## config.mk

```make
export PLATFORM = sky130hd
export DESIGN_NAME = sis_cell
export DESIGN_NICKNAME = d
export VERILOG_FILES = /design/src/rtl/sorted_index_set_unit_assert.svh /design/src/rtl/sis_pkg.sv /design/src/rtl/sis_cell.sv
export SDC_FILE = /design/constraint.sdc
export NUM_CORES = 1
export LEC_CHECK = 0
export ABC_AREA = 1
export CORE_MARGIN = 5
export CORE_UTILIZATION = 35
export DETAILED_ROUTE_END_ITERATION = 12
export DONT_BUFFER_PORTS = 1
export GPL_TIMING_DRIVEN = 0
export SLEW_MARGIN = 20
export SYNTH_ARGS = -nofsm -noshare
export SYNTH_HDL_FRONTEND = slang
export SYNTH_SLANG_ARGS = --single-unit
```

## constraint.sdc

```tcl
create_clock -name i_clk -period 2.9 [get_ports i_clk]
set_input_delay 0.29 -clock i_clk [delete_from_list [all_inputs] [get_ports i_clk]]
set_output_delay 0.29 -clock i_clk [all_outputs]
set_load 0.05 [all_outputs]
```

## src/rtl/sorted_index_set_unit_assert.svh

```systemverilog
// ----------------------------------------------------------------------------
// Sorted index set assertion macros
// Concurrent assertion shorthands, compiled out when ASSERT_OFF is defined.
// ----------------------------------------------------------------------------
`ifndef SORTED_INDEX_SET_UNIT_ASSERT_SVH
`define SORTED_INDEX_SET_UNIT_ASSERT_SVH

`ifndef ASSERT_OFF

`define SIS_ASSERT_ALWAYS(lbl, clk, rstn, cond) \
    lbl: assert property (@(posedge clk) disable iff (!(rstn)) (cond)) \
        else $error("sorted index set: invariant violated");

`define SIS_ASSERT_IMPLIES(lbl, clk, rstn, ante, cons) \
    lbl: assert property (@(posedge clk) disable iff (!(rstn)) (ante) |-> (cons)) \
        else $error("sorted index set: implication violated");

`define SIS_ASSERT_NEXT(lbl, clk, rstn, ante, cons) \
    lbl: assert property (@(posedge clk) disable iff (!(rstn)) (ante) |=> (cons)) \
        else $error("sorted index set: next-cycle check violated");

`else

`define SIS_ASSERT_ALWAYS(lbl, clk, rstn, cond)
`define SIS_ASSERT_IMPLIES(lbl, clk, rstn, ante, cons)
`define SIS_ASSERT_NEXT(lbl, clk, rstn, ante, cons)

`endif

`endif

```

## src/rtl/sis_pkg.sv

```systemverilog
// ----------------------------------------------------------------------------
// Sorted index set package
// Beat types, operation codes, cell control and reduction tree sizing.
// ----------------------------------------------------------------------------
package sis_pkg;

    localparam int SIS_CAPACITY = 64;
    localparam int KEY_W        = 31;
    localparam int TREE_RADIX   = 4;

    localparam logic [1:0] KIND_ADD      = 2'd0;
    localparam logic [1:0] KIND_REMOVE   = 2'd1;
    localparam logic [1:0] KIND_CONTAINS = 2'd2;
    localparam logic [1:0] KIND_CLEAR    = 2'd3;

    typedef struct packed {
        logic [1:0]         kind;
        logic signed [31:0] index;
    } t_sis_in;

    typedef struct packed {
        logic             hit;
        logic [6:0]       member_count;
        logic [KEY_W-1:0] largest;
        logic             largest_valid;
        logic             overflow;
    } t_sis_out;

    // Control broadcast to every cell of the row
    typedef struct packed {
        logic apply;
        logic ins;
        logic rem;
        logic clr;
        logic scan;
    } t_cell_ctl;

    // Node count at a given level of the OR tree (level 0 = leaves)
    function automatic int tree_size(input int n, input int lvl);
        int s;
        s = n;
        for (int i = 0; i < lvl; i++) begin
            s = (s + TREE_RADIX - 1) / TREE_RADIX;
        end
        return s;
    endfunction

    function automatic int tree_levels(input int n);
        int s;
        int l;
        s = n;
        l = 0;
        while (s > 1) begin
            s = (s + TREE_RADIX - 1) / TREE_RADIX;
            l++;
        end
        return l;
    endfunction

endpackage

```

## src/rtl/sis_cell.sv

```systemverilog
// ----------------------------------------------------------------------------
// Sorted index set cell
// Holds one member slot; compares against the key and shifts with neighbors.
// ----------------------------------------------------------------------------
module sis_cell (
    input  logic                     i_clk,
    input  logic                     i_rst_n,
    input  sis_pkg::t_cell_ctl       i_ctl,
    input  logic [sis_pkg::KEY_W-1:0] i_key,
    input  logic [sis_pkg::KEY_W-1:0] i_left_value,
    input  logic                     i_left_valid,
    input  logic                     i_left_lt,
    input  logic [sis_pkg::KEY_W-1:0] i_right_value,
    input  logic                     i_right_valid,
    output logic [sis_pkg::KEY_W-1:0] o_value,
    output logic                     o_valid,
    output logic                     o_lt,
    output logic [sis_pkg::KEY_W-1:0] o_word
);
    import sis_pkg::*;

    logic [KEY_W-1:0] r_value;
    logic [KEY_W-1:0] n_value;
    logic             r_valid;
    logic             n_valid;
    logic             w_lt;
    logic             w_eq;

    assign w_lt = r_valid && (r_value < i_key);
    assign w_eq = r_valid && (r_value == i_key);

    // Scan phase: the last valid cell offers its value; search phase: match flag
    always_comb begin
        if (i_ctl.scan) begin
            o_word = (r_valid && !i_right_valid) ? r_value : '0;
        end else begin
            o_word = {{(KEY_W-1){1'b0}}, w_eq};
        end
    end

    always_comb begin
        n_value = r_value;
        n_valid = r_valid;
        if (i_ctl.apply) begin
            if (i_ctl.clr) begin
                n_valid = 1'b0;
            end else if (i_ctl.ins && !w_lt) begin
                // first cell not below the key takes it, the rest shift right
                n_value = i_left_lt ? i_key : i_left_value;
                n_valid = r_valid | i_left_valid;
            end else if (i_ctl.rem && !w_lt) begin
                n_value = i_right_value;
                n_valid = i_right_valid;
            end
        end
    end

    always_ff @(posedge i_clk) begin
        if (!i_rst_n) begin
            r_valid <= 1'b0;
        end else begin
            r_valid <= n_valid;
        end
    end

    always_ff @(posedge i_clk) begin
        r_value <= n_value;
    end

    assign o_value = r_value;
    assign o_valid = r_valid;
    assign o_lt    = w_lt;

endmodule

```

==> impl_metrics.toml, run 1 <==
[synthesis]
synth-main-ff-cell = "edfxtp_1"
syn_inst = 409
synth_enable_flop_cells = 31
ys_ff_latch = 32
syn_nets = 543
post_synth_num_cell_types = 27
synth_area_per_cell_um2 = 7.35
synth.cell_area_um2 = 3010
ys.warnings.count = 0
synth.yosys.seq_area_share_pct = 31.6
postSynth.asyncResetShare_pct = 0

[timing]
final_hold_fails = 0
maxSlewHeadroom_pct = 39.9
rsz0062_at_grt = "yes"
timing.final.setup_violations = 0
maximum_clock_rate_mhz = 354
worst-slew-pin-transition_ps = 898
timing.final.ws_setup_ps = 73.2
timing.setup.tns_ps = 0
min_period_ps = 2830
fin_crit_sh_pct = 97.5
timing_max_transition_violations_final = 0
hold_ws_ps = 127
clock-skew-final_ps = 4.81

[floorplan]
floorplan_die_area_um2 = 10500
fp.dieH_um = 103
x_dimension_of_the_die_um = 103
core_um2 = 8300
number_of_core_rows = 33
io-pin-count = 167
initial_utilization_pct = 36.2

[worst_setup_path]
worst_r2r_startpoint = "o_value[14]"
worst_ep_arrival_time_ps = 2540
end_kind = "output port"
data_required_time_at_the_worst_endpoint_ps = 2610
worst_r2r_path_depth = 12
regToRegEndpoint = "o_value[1]"
timing_worst_setup_path_type = "reg -> out"
path_max_fanout = 10
r2r_setup_slack_ps = 320
setup.worst_path.start_class = "flip-flop"

[global_routing]
number_of_antenna_violations_at_the_first_check_in_global_routing = 0
number_of_global_route_vias_before_repair = 2591
pin_count_of_the_biggest_net_entering_global_routing = 17
global_route_wire_length_before_repair_um = 13100
grt_usage_pct = 16.5
grt.overflow.total = 0

[clocking]
cts.clk_slew.worst_paths_ps = 70
max-clock-path-buffers = 2
clock_insertion_delay_worst_skew_ps = 280
cts_tree = "done"
number_of_sinks_driven_by_the_clock_tree = 32
cts.root.buffer_cell = "clkbuf_8"
cts.htree.levels = 2
cts-buffers-inserted = 5
cts_hold_repair.buffers = 0

[finish]
fin_cells = 525
drive_above_1_share_pct = 16.7
design.final.nets = 553
postLayoutCellArea_um2 = 3290
diodes = 0
area_growth_pct = 9.40

[power]
share_clk_of_total_power_pct = 26.4
power.density_cell_area_nw_per_um2 = 391
power_switching_uw = 465
share_seq_of_total_power_pct = 49.6
power.share.switching_pct = 36.1
irDropWorstVdd_v = 0.000181
p_int_uw = 823
static-leakage-power_uw = 0.00160
combPwrFrac_pct = 24.0

[place]
io_buffer_count = 0
placement.setup.worst_slack_ps = -217
dp.final_hpwl_um = 6970
finalWeightedCongestion = 0.795
placement.cell_area_um2 = 3140
placed_cells = 514

[hold_path]
whs_endpoint = "o_valid"
holdCritPathClass = "in -> reg"
hold-path-cell-count = 2
worst_hold_startpoint = "i_rst_n"

[routing]
route.antenna.remaining_nets = 0
avgViaCountPerCell = 4.88
dr.pass1.iters = 4
detailed_route_iter0_violations = 85
sum_of_routed_wire_length_over_all_layers_um = 8920
routed-via-count = 2563
remaining_drc_errors = 0
post_drt_wl_per_cell_um = 17.0

[job]
maxCapViolCount = 0

[run_status]
status = "finished clean"
[worst max-delay path by stage]
stage	from	endpoint	slack, ps	cells after the start
2_1_floorplan	o_value[14]	o_value[0]	350	11
3_3_place_gp	o_value[14]	o_value[16]	-200	11
3_5_place_dp	o_value[14]	o_value[12]	-220	11
4_1_cts	o_value[14]	o_value[13]	40	11
5_1_grt	o_valid	o_word[30]	-50	3
6_report	o_valid	o_word[5]	70	3
[synth_stat cells (2+ instances only)]
library cell  number  share of area (%)
nand2_1          105                 13
inv_1             82                 10
nor2_1            37                4.6
o21ai_0           32                5.3
edfxtp_1          31                 31
ha_1              31                 13
o21ai_2           31                9.0
nand2_2           11                2.3
a21oi_1           10                1.7
clkbuf_1          10                1.2
buf_6              5                1.9
nor2_2             4               0.83
nand3_1            3               0.50
nand4_1            3               0.62
a21oi_2            2               0.58
[critical path, stage by stage, from the launching register on]
cell      delay (ps)
dfxtp_1          740
nand3_1          360
clkbuf_1         380
nor2_1           770
[stage by stage]
step	total power, µW	utilization [%]
4_1_cts	1300	39.0
3_3_place_gp	945	37.8
5_1_grt	1370	39.6
3_5_place_dp	953	37.8
2_1_floorplan	882	-
6_report	1290	39.6
[layout by cell type (no fill, tap or decap)]
master	instances
nor4b_1	1
nand2_1	105
o21ai_0	31
buf_8	1
ha_1	31
a21o_1	1
o21ai_4	1
a21oi_1	10
edfxtp_1	31
nand4_1	3
nor2_4	2
nand2_4	1
buf_12	2
nand3_2	1
o21ai_2	31
clkbuf_8	5
clkinv_1	1
o21a_1	1
clkbuf_1	12
nor2_1	36
buf_6	5
dfxtp_1	1
nor3_1	1
nand2_2	11
nor2_2	5
a21oi_2	2
inv_2	1
inv_1	82
nand3_1	3
nor4_2	1
nand2_8	1
[routing by layer]
| layer | global-route usage, % | wire (µm) |
|---|---|---|
| met1 | 20.2 | 3880 |
| met2 | 28.6 | 4200 |
| met3 | 4.67 | 757 |
| met4 | 3.94 | 76 |
| met5 | 0 | 0 |
[layout make-up]
type | count | area (µm²)
tap | 105 | 131
timing repair buffer | 2 | 40.0
fill | 871 | 5010
inverter | 83 | 312
sequential | 32 | 951
buffer | 16 | 109
clock inverter | 1 | 3.75
multi-input combinational | 279 | 1670
clock buffer | 7 | 76.3
[power by group through the flow]
stage          Combinational [µW]  Sequential (µW)  Clock, µW
2_1_floorplan                 241              641          0
3_3_place_gp                  295              650          0
3_5_place_dp                  302              650          0
4_1_cts                       307              640        352
5_1_grt                       355              642        375
6_report                      309              639        340
[state kept, by name (all words and copies together), names as in the netlist]
signal,count
o_value,31
o_valid,1
[what timing repair did]
action                     4_1_cts  5_1_grt
setup buffers                    0        2
pin swaps                        0        2
gates resized for setup          2        3
setup endpoints to repair       33       35
cloned                           1        0
[cell families after synthesis]
logic type,share of synthesized area (%)
flip-flops,31.6
buffers and inverters,14.0
AND/OR/NAND/NOR,24.4
AO/OA/AOI/OAI,17.1
adder cells (fa/ha/maj),12.9
(Power assumes the default switching activity.)
==> run 2, diff against run 1 <==
--- a/config.mk
+++ b/config.mk
@@ -6,11 +6,11 @@
 export NUM_CORES = 1
 export LEC_CHECK = 0
 export ABC_AREA = 1
-export CORE_MARGIN = 5
 export CORE_UTILIZATION = 35
 export DETAILED_ROUTE_END_ITERATION = 12
 export DONT_BUFFER_PORTS = 1
 export GPL_TIMING_DRIVEN = 0
+export PLACE_DENSITY = 0.47
 export SLEW_MARGIN = 20
 export SYNTH_ARGS = -nofsm -noshare
 export SYNTH_HDL_FRONTEND = slang
==> impl_metrics.toml, run 2 (synthesis results as in run 1) <==
[run_status]
status = "finished clean"

[global_routing]
grt_use_met2_pct = 29.1
global_route.peak_usage_layer = "met2"
grt_usage_pct = 18.8
global_route_wire_length_before_repair_um = 12500
groute.layer.met3.usage_pct = 5.56
grt.met1_usage_pct = 25.4
grt.overflow.total = 0
pin_count_of_the_biggest_net_entering_global_routing = 17
number_of_antenna_violations_at_the_first_check_in_global_routing = 0
number_of_global_route_vias_before_repair = 2386

[finish]
layout.cells.most_common_list = "105 x nand2_1, 82 x inv_1, 37 x nor2_1"
fin_cells = 527
layout_commonest_cell = "nand2_1"
finalCoreUtilization_pct = 39.8
design.final.nets = 555
drive_above_1_share_pct = 16.6
diodes = 0
largest_register_ffs = 31
area_growth_pct = 9.36

[routing]
routed-via-count = 2546
dr.pass1.iters = 4
avgViaCountPerCell = 4.83
remaining_drc_errors = 0
sum_of_routed_wire_length_over_all_layers_um = 8340
post_drt_wl_per_cell_um = 15.8
route.antenna.remaining_nets = 0
detailed_route_iter0_violations = 62

[place]
finalWeightedCongestion = 0.736
io_buffer_count = 0
placement.setup.worst_slack_ps = -171
dp.final_hpwl_um = 6320
placed_cells = 514

[timing]
maximum_clock_rate_mhz = 367
worst-slew-pin-transition_ps = 911
final_hold_fails = 0
timing.final.setup_violations = 0
hold_ws_ps = 124
rsz0062_at_grt = "yes"
timing.final.ws_setup_ps = 175
maxSlewHeadroom_pct = 39.0
clock-skew-final_ps = 5.21
fin_crit_sh_pct = 94.0
timing_max_transition_violations_final = 0
min_period_ps = 2730

[hold_path]
holdCritPathClass = "in -> reg"

[worst_setup_path]
slowest_stage = "nor2_1"
path_max_fanout = 10
setup.worst_path.start_class = "flip-flop"
r2r_setup_slack_ps = 350
end_kind = "output port"
timing_worst_setup_path_type = "reg -> out"
data_required_time_at_the_worst_endpoint_ps = 2610
critPathMaxStageDelay_ps = 760
worst_ep_arrival_time_ps = 2440
worstPathCellList = "nand3_1 -> clkbuf_1 -> nor2_1"

[floorplan]
x_dimension_of_the_die_um = 94.7
number_of_core_rows = 33
io-pin-count = 167
fp.dieH_um = 94.7
floorplan_die_area_um2 = 8970
initial_utilization_pct = 36.4
core_um2 = 8260

[power]
power.share.switching_pct = 36.3
power_switching_uw = 470
share_clk_of_total_power_pct = 26.7
p_int_uw = 825
combPwrFrac_pct = 24.0
irDropWorstVdd_v = 0.000176
share_seq_of_total_power_pct = 49.3
static-leakage-power_uw = 0.00161
power.density_cell_area_nw_per_um2 = 394

[job]
maxCapViolCount = 0

[clocking]
cts-buffers-inserted = 5
clock_insertion_delay_worst_skew_ps = 290
cts.clk_slew.worst_paths_ps = 70
max-clock-path-buffers = 2
cts.htree.levels = 2
number_of_sinks_driven_by_the_clock_tree = 32
cts.root.buffer_cell = "clkbuf_8"
cts_tree = "done"
==> run 2: final cells by class <==
type                       count  area, µm²
multi-input combinational    279       1650
clock buffer                   7       76.3
buffer                        16        109
fill                         888       4970
clock inverter                 1       3.75
inverter                      83        312
tap                          105        131
sequential                    32        951
timing repair buffer           4       55.1
==> run 2: path summary, 6_finish.rpt <==
check / start / to / cells after the start
worst max-delay path: o_valid / o_word[18] / 3
worst max register to register: o_value[14] / o_value[26] / 12
worst min register to register: o_valid / o_valid / 4
worst min-delay path: i_rst_n / o_valid / 2
==> run 2: timing repair <==
action                                  in CTS  in global routing
cloned                                       1                  0
pin swaps                                    0                  2
endpoints found under the setup margin      33                 37
gates resized for setup                      2                  0
setup buffers                                0                  4
hold buffers                                 0                  0
==> run 2: routing by layer <==
layer  vias to the layer above  part of all wire [%]  wire [µm]
li1                       1310                     -          -
met1                      1126                    47       3910
met5                         -                     0          0
met2                       103                    44       3680
met3                         7                   8.1        672
met4                         0                  0.90         75
==> run 2: power by group through the flow <==
stage / Clock (µW) / Combinational, µW / Sequential (µW)
final: 346 / 311 / 638
after global routing: 384 / 358 / 642
after CTS: 363 / 308 / 639
after detailed placement: 0 / 303 / 649
after global placement: 0 / 299 / 649
after floorplan: 0 / 241 / 641
==> run 2: critical path, delay by kind of cell (launching register included) <==
family	cells	cell delay [ps]
buffers and inverters	1	340
flip-flops	1	750
AND/OR/NAND/NOR	2	1050
==> run 2: stage by stage <==
stage               area, µm²  power [µW]  setup TNS (ps)
CTS                      3230        1310               0
floorplan                3010         882               0
global route             3290        1380           -40.2
detailed placement       3140         952           -5380
finish                   3290        1290               0
global placement         3140         948           -5590
